File: src/sv/ndi_ram.sv
// simple dual port ram, one write port, one registered read port
// no dependencies
`default_nettype none

module ndi_ram #(
    parameter int DEPTH = 16,
    parameter int WIDTH = 32
) (
    input  wire logic                     clk,
    input  wire logic                     we,
    input  wire logic [$clog2(DEPTH)-1:0] waddr,
    input  wire logic [WIDTH-1:0]         wdata,
    input  wire logic [$clog2(DEPTH)-1:0] raddr,
    output logic      [WIDTH-1:0]         rdata
);

    logic [WIDTH-1:0] mem [DEPTH];

    // write port
    always_ff @(posedge clk)
    begin
        if (we)
        begin
            mem[waddr] <= wdata;
        end
    end

    // registered read port
    always_ff @(posedge clk)
    begin
        rdata <= mem[raddr];
    end

endmodule

`default_nettype wire

File: config.mk
export PLATFORM = sky130hd
export DESIGN_NAME = ndi_ram
export DESIGN_NICKNAME = d
export VERILOG_FILES = /design/src/sv/ndi_ram.sv
export SDC_FILE = /design/constraint.sdc
export NUM_CORES = 1
export LEC_CHECK = 0
export BUFFER_PORTS_ARGS = -buffer_cell sky130_fd_sc_hd__buf_2
export CAP_MARGIN = 0
export CORE_MARGIN = 2
export CORE_UTILIZATION = 60
export CTS_CLUSTER_DIAMETER = 50
export DETAILED_ROUTE_END_ITERATION = 8
export PLACE_DENSITY = 0.78
export SYNTH_ARGS = -nofsm -noshare
export SYNTH_HDL_FRONTEND = slang
export SYNTH_SLANG_ARGS = --single-unit
export TNS_END_PERCENT = 10
File: constraint.sdc
create_clock -name clk -period 5.2 [get_ports clk]
set_input_delay 0.78 -clock clk [delete_from_list [all_inputs] [get_ports clk]]
set_output_delay 0.78 -clock clk [all_outputs]
set_load 0.01 [all_outputs]
==> results.md <==
- Outcome: finished, final reports clean
- Mapped Nets: 880
- Hold path endpoint: mem[5][20]$_DFFE_PP_
- # port buffers: 73
- Slew Limit Fails: 0
- Least-Margin Pin Slew: 1.29 ns
- Worst Hold Class: in -> reg
- Starting Density: 61.0%
- Skew-Pair Late Insertion Delay: 0.58 ns
- Crit path time final: 2.40 ns
- Initial antenna violation count: 0
- Synth Cell Area: 19900 sq um
- Worst hold margin: 0.571 ns
- Iteration-0 DRC Markers: 1186
- First-pass GRT wire length: 61400 um
- Drt total wl: 41800 um
- Max-cap viol count: 0
- Vias: 9162
- RSZ-0062 raised after global routing: false
- Final nets: 986
- Setup crit end kind: flip-flop
- H-tree depth: 2
- Largest cells by area after synthesis: edfxtp_1 (77%), mux4_2 (15%), dfxtp_1 (3.2%), a22oi_1 (2.4%), nand2_1 (0.62%)
- First-pass DRT Iterations: 5
- Grt ovf: 0
- Pwr Total: 9030 uW
- Routed vias/inst: 6.41
- Mean Syn Cell Area: 23.7 sq um
- P per Cell Area: 400 nW/um^2
- Worst setup path category: in -> reg
- Cts repair resizes: 0
- P&R area growth vs syn: 13.6%
- Hold depth: 1
- CP max FO: 67
- Die ar.: 34600 sq um
- Die Span X: 186 um
- YS warnings: 0
- Routed len/inst: 29.2 um
- # fillers: 1966
- Hold buffer count at CTS: 0
- Clk_skew: 0.0298 ns
- Final ANT Viol Nets: 0
- Req. time, crit path: 5.65 ns
- Startpoint type of the worst setup path: primary input
- Row cnt: 66
- Largest net degree at the start of global routing: 68
- Final GP Congestion: 0.727
- Drt drc: 0
- Reg2Reg Depth: 3
- Sequential area share after synthesis: 80.7%
- Share of cells above drive strength 1: 32.8%
- CTS Buffer Depth: 3
- Hold_sp: wdata[20]
- Worst reg2reg path endpoint: rdata[4]$_DFF_P_
- Seq cells post-synth: 544
- Tcrit/Tclk final: 46.2%
- Reg clk slew, reported paths: 0.06 ns
- Total core area: 32500 sq um
- Die Ht: 186 um
- Worst reg-to-reg setup slack: 3.83 ns
- TritonCTS sink count: 544
- Dpl hpwl: 21200 um
- Final setup viols: 0
- Leak: 0.00727 uW
- Vias in the first global route: 9733
- Fmax: 416 MHz
- Post-CTS Setup Bufs: 0
- Crit path DAT: 2.85 ns
- GR Util All Layers: 25.3%
- Setup WS pre-CTS: 2.17 ns
- Final hold vios: 0
- CTS tree: yes
- Yosys top cell by area: edfxtp_1
- Reg-to-reg startpoint: mem[3][4]$_DFFE_PP_
- # IOs: 74
- Setup slack after layout: 2.80 ns
- VDD IR max: 0.254 mV
- Number of library cell types mapped by synthesis: 18
- Setup TNS Final: 0 ns
- Inserted Clock Buffers: 50
- CTS root buffer: clkbuf_16
- Headroom to the max-slew limit: 13.9%
- Synth top area share: 77.4%
- Mapped Cells: 838
## cells in the mapped netlist
library cell    n
a22oi_1        64
and2_1          1
buf_1           9
buf_2           4
buf_4          11
buf_6           2
clkbuf_1       17
dfxtp_1        32
edfxtp_1      512
mux4_2        128
nand2_1        33
nand2b_1        2
nand3_1         1
nand3b_1        2
nor2_1         13
nor2b_1         2
nor3_1          4
or3b_2          1
## layout by cell type (no fill, tap or decap)
| master | n |
|---|---|
| a22oi_1 | 64 |
| and2_2 | 1 |
| buf_2 | 71 |
| buf_4 | 25 |
| bufinv_16 | 3 |
| clkbuf_1 | 13 |
| clkbuf_16 | 51 |
| clkbuf_8 | 13 |
| clkinv_1 | 4 |
| clkinv_2 | 6 |
| clkinv_4 | 2 |
| clkinv_8 | 2 |
| clkinvlp_4 | 1 |
| dfxtp_1 | 32 |
| diode_2 | 2 |
| edfxtp_1 | 512 |
| mux4_2 | 128 |
| nand2_1 | 33 |
| nand2b_1 | 2 |
| nand3_1 | 1 |
| nand3b_1 | 2 |
| nor2_4 | 13 |
| nor2b_4 | 2 |
| nor3_2 | 4 |
| or3b_2 | 1 |
## cell type report
| type | count | area [sq um] | area share [%] |
|---|---|---|---|
| Timing Repair Buffer | 97 | 557 | 2.47 |
| Tap cell | 442 | 553 | 2.45 |
| Clock inverter | 18 | 193 | 0.854 |
| Antenna cell | 2 | 5.00 | 0.0222 |
| Multi-Input combinational cell | 251 | 3750 | 16.6 |
| Sequential cell | 544 | 16000 | 71.0 |
| Clock buffer | 76 | 1490 | 6.60 |
## through the flow
step | std cells | area [sq um] | util (%)
final | 1430 | 22600 | 69.3
after global routing | 1428 | 22600 | 69.3
after CTS | 1428 | 22600 | 69.3
after detailed placement | 1334 | 20900 | 64.2
after global placement | 1334 | 20900 | 64.2
after floorplan | 838 | 19900 | -
## cell families after synthesis
logic type	Yosys count	synth area share, %
AOI/OAI and AO/OA	64	2.42
and+or+nand+nor	59	1.27
DFF	544	80.7
buffers and inverters	43	1.12
muxes	128	14.5
## per-layer routing
layer | part of all wire (%) | up-vias | GRT usage, % | wire, um
met1 | 39 | 4853 | 35.7 | 16400
met3 | 8.1 | 73 | 4.87 | 3390
met4 | 2.4 | 0 | 7.50 | 1020
met2 | 50 | 452 | 41.0 | 20900
li1 | - | 3784 | - | -
met5 | 0 | - | 0 | 0
## critical path: stages
cell      delay (ns)
clkbuf_8        0.62
buf_4           0.46
mux4_2          0.55
a22oi_1         0.26
nand2_1         0.09
## sequential cells by signal, summed over array words and instances, names as in the netlist
signal / cells
mem: 512
rdata: 32
## power by group
group	internal (uW)	switching [uW]	leakage [uW]
clock network	2130	1540	0.000824
registers	4900	34.3	0.00489
logic	173	255	0.00155
## worst max path at each step
stage	start	end	slack, ns	cells past startpoint
6_report	raddr[0]	rdata[14]$_DFF_P_	2.80	5
5_1_grt	raddr[0]	rdata[28]$_DFF_P_	2.57	5
4_1_cts	raddr[0]	rdata[25]$_DFF_P_	2.73	5
3_5_place_dp	raddr[0]	rdata[0]$_DFF_P_	2.17	5
3_3_place_gp	raddr[0]	rdata[0]$_DFF_P_	2.19	5
2_1_floorplan	waddr[2]	mem[0][0]$_DFFE_PP_	1.24	2
Power figures use the tool's default switching activity.
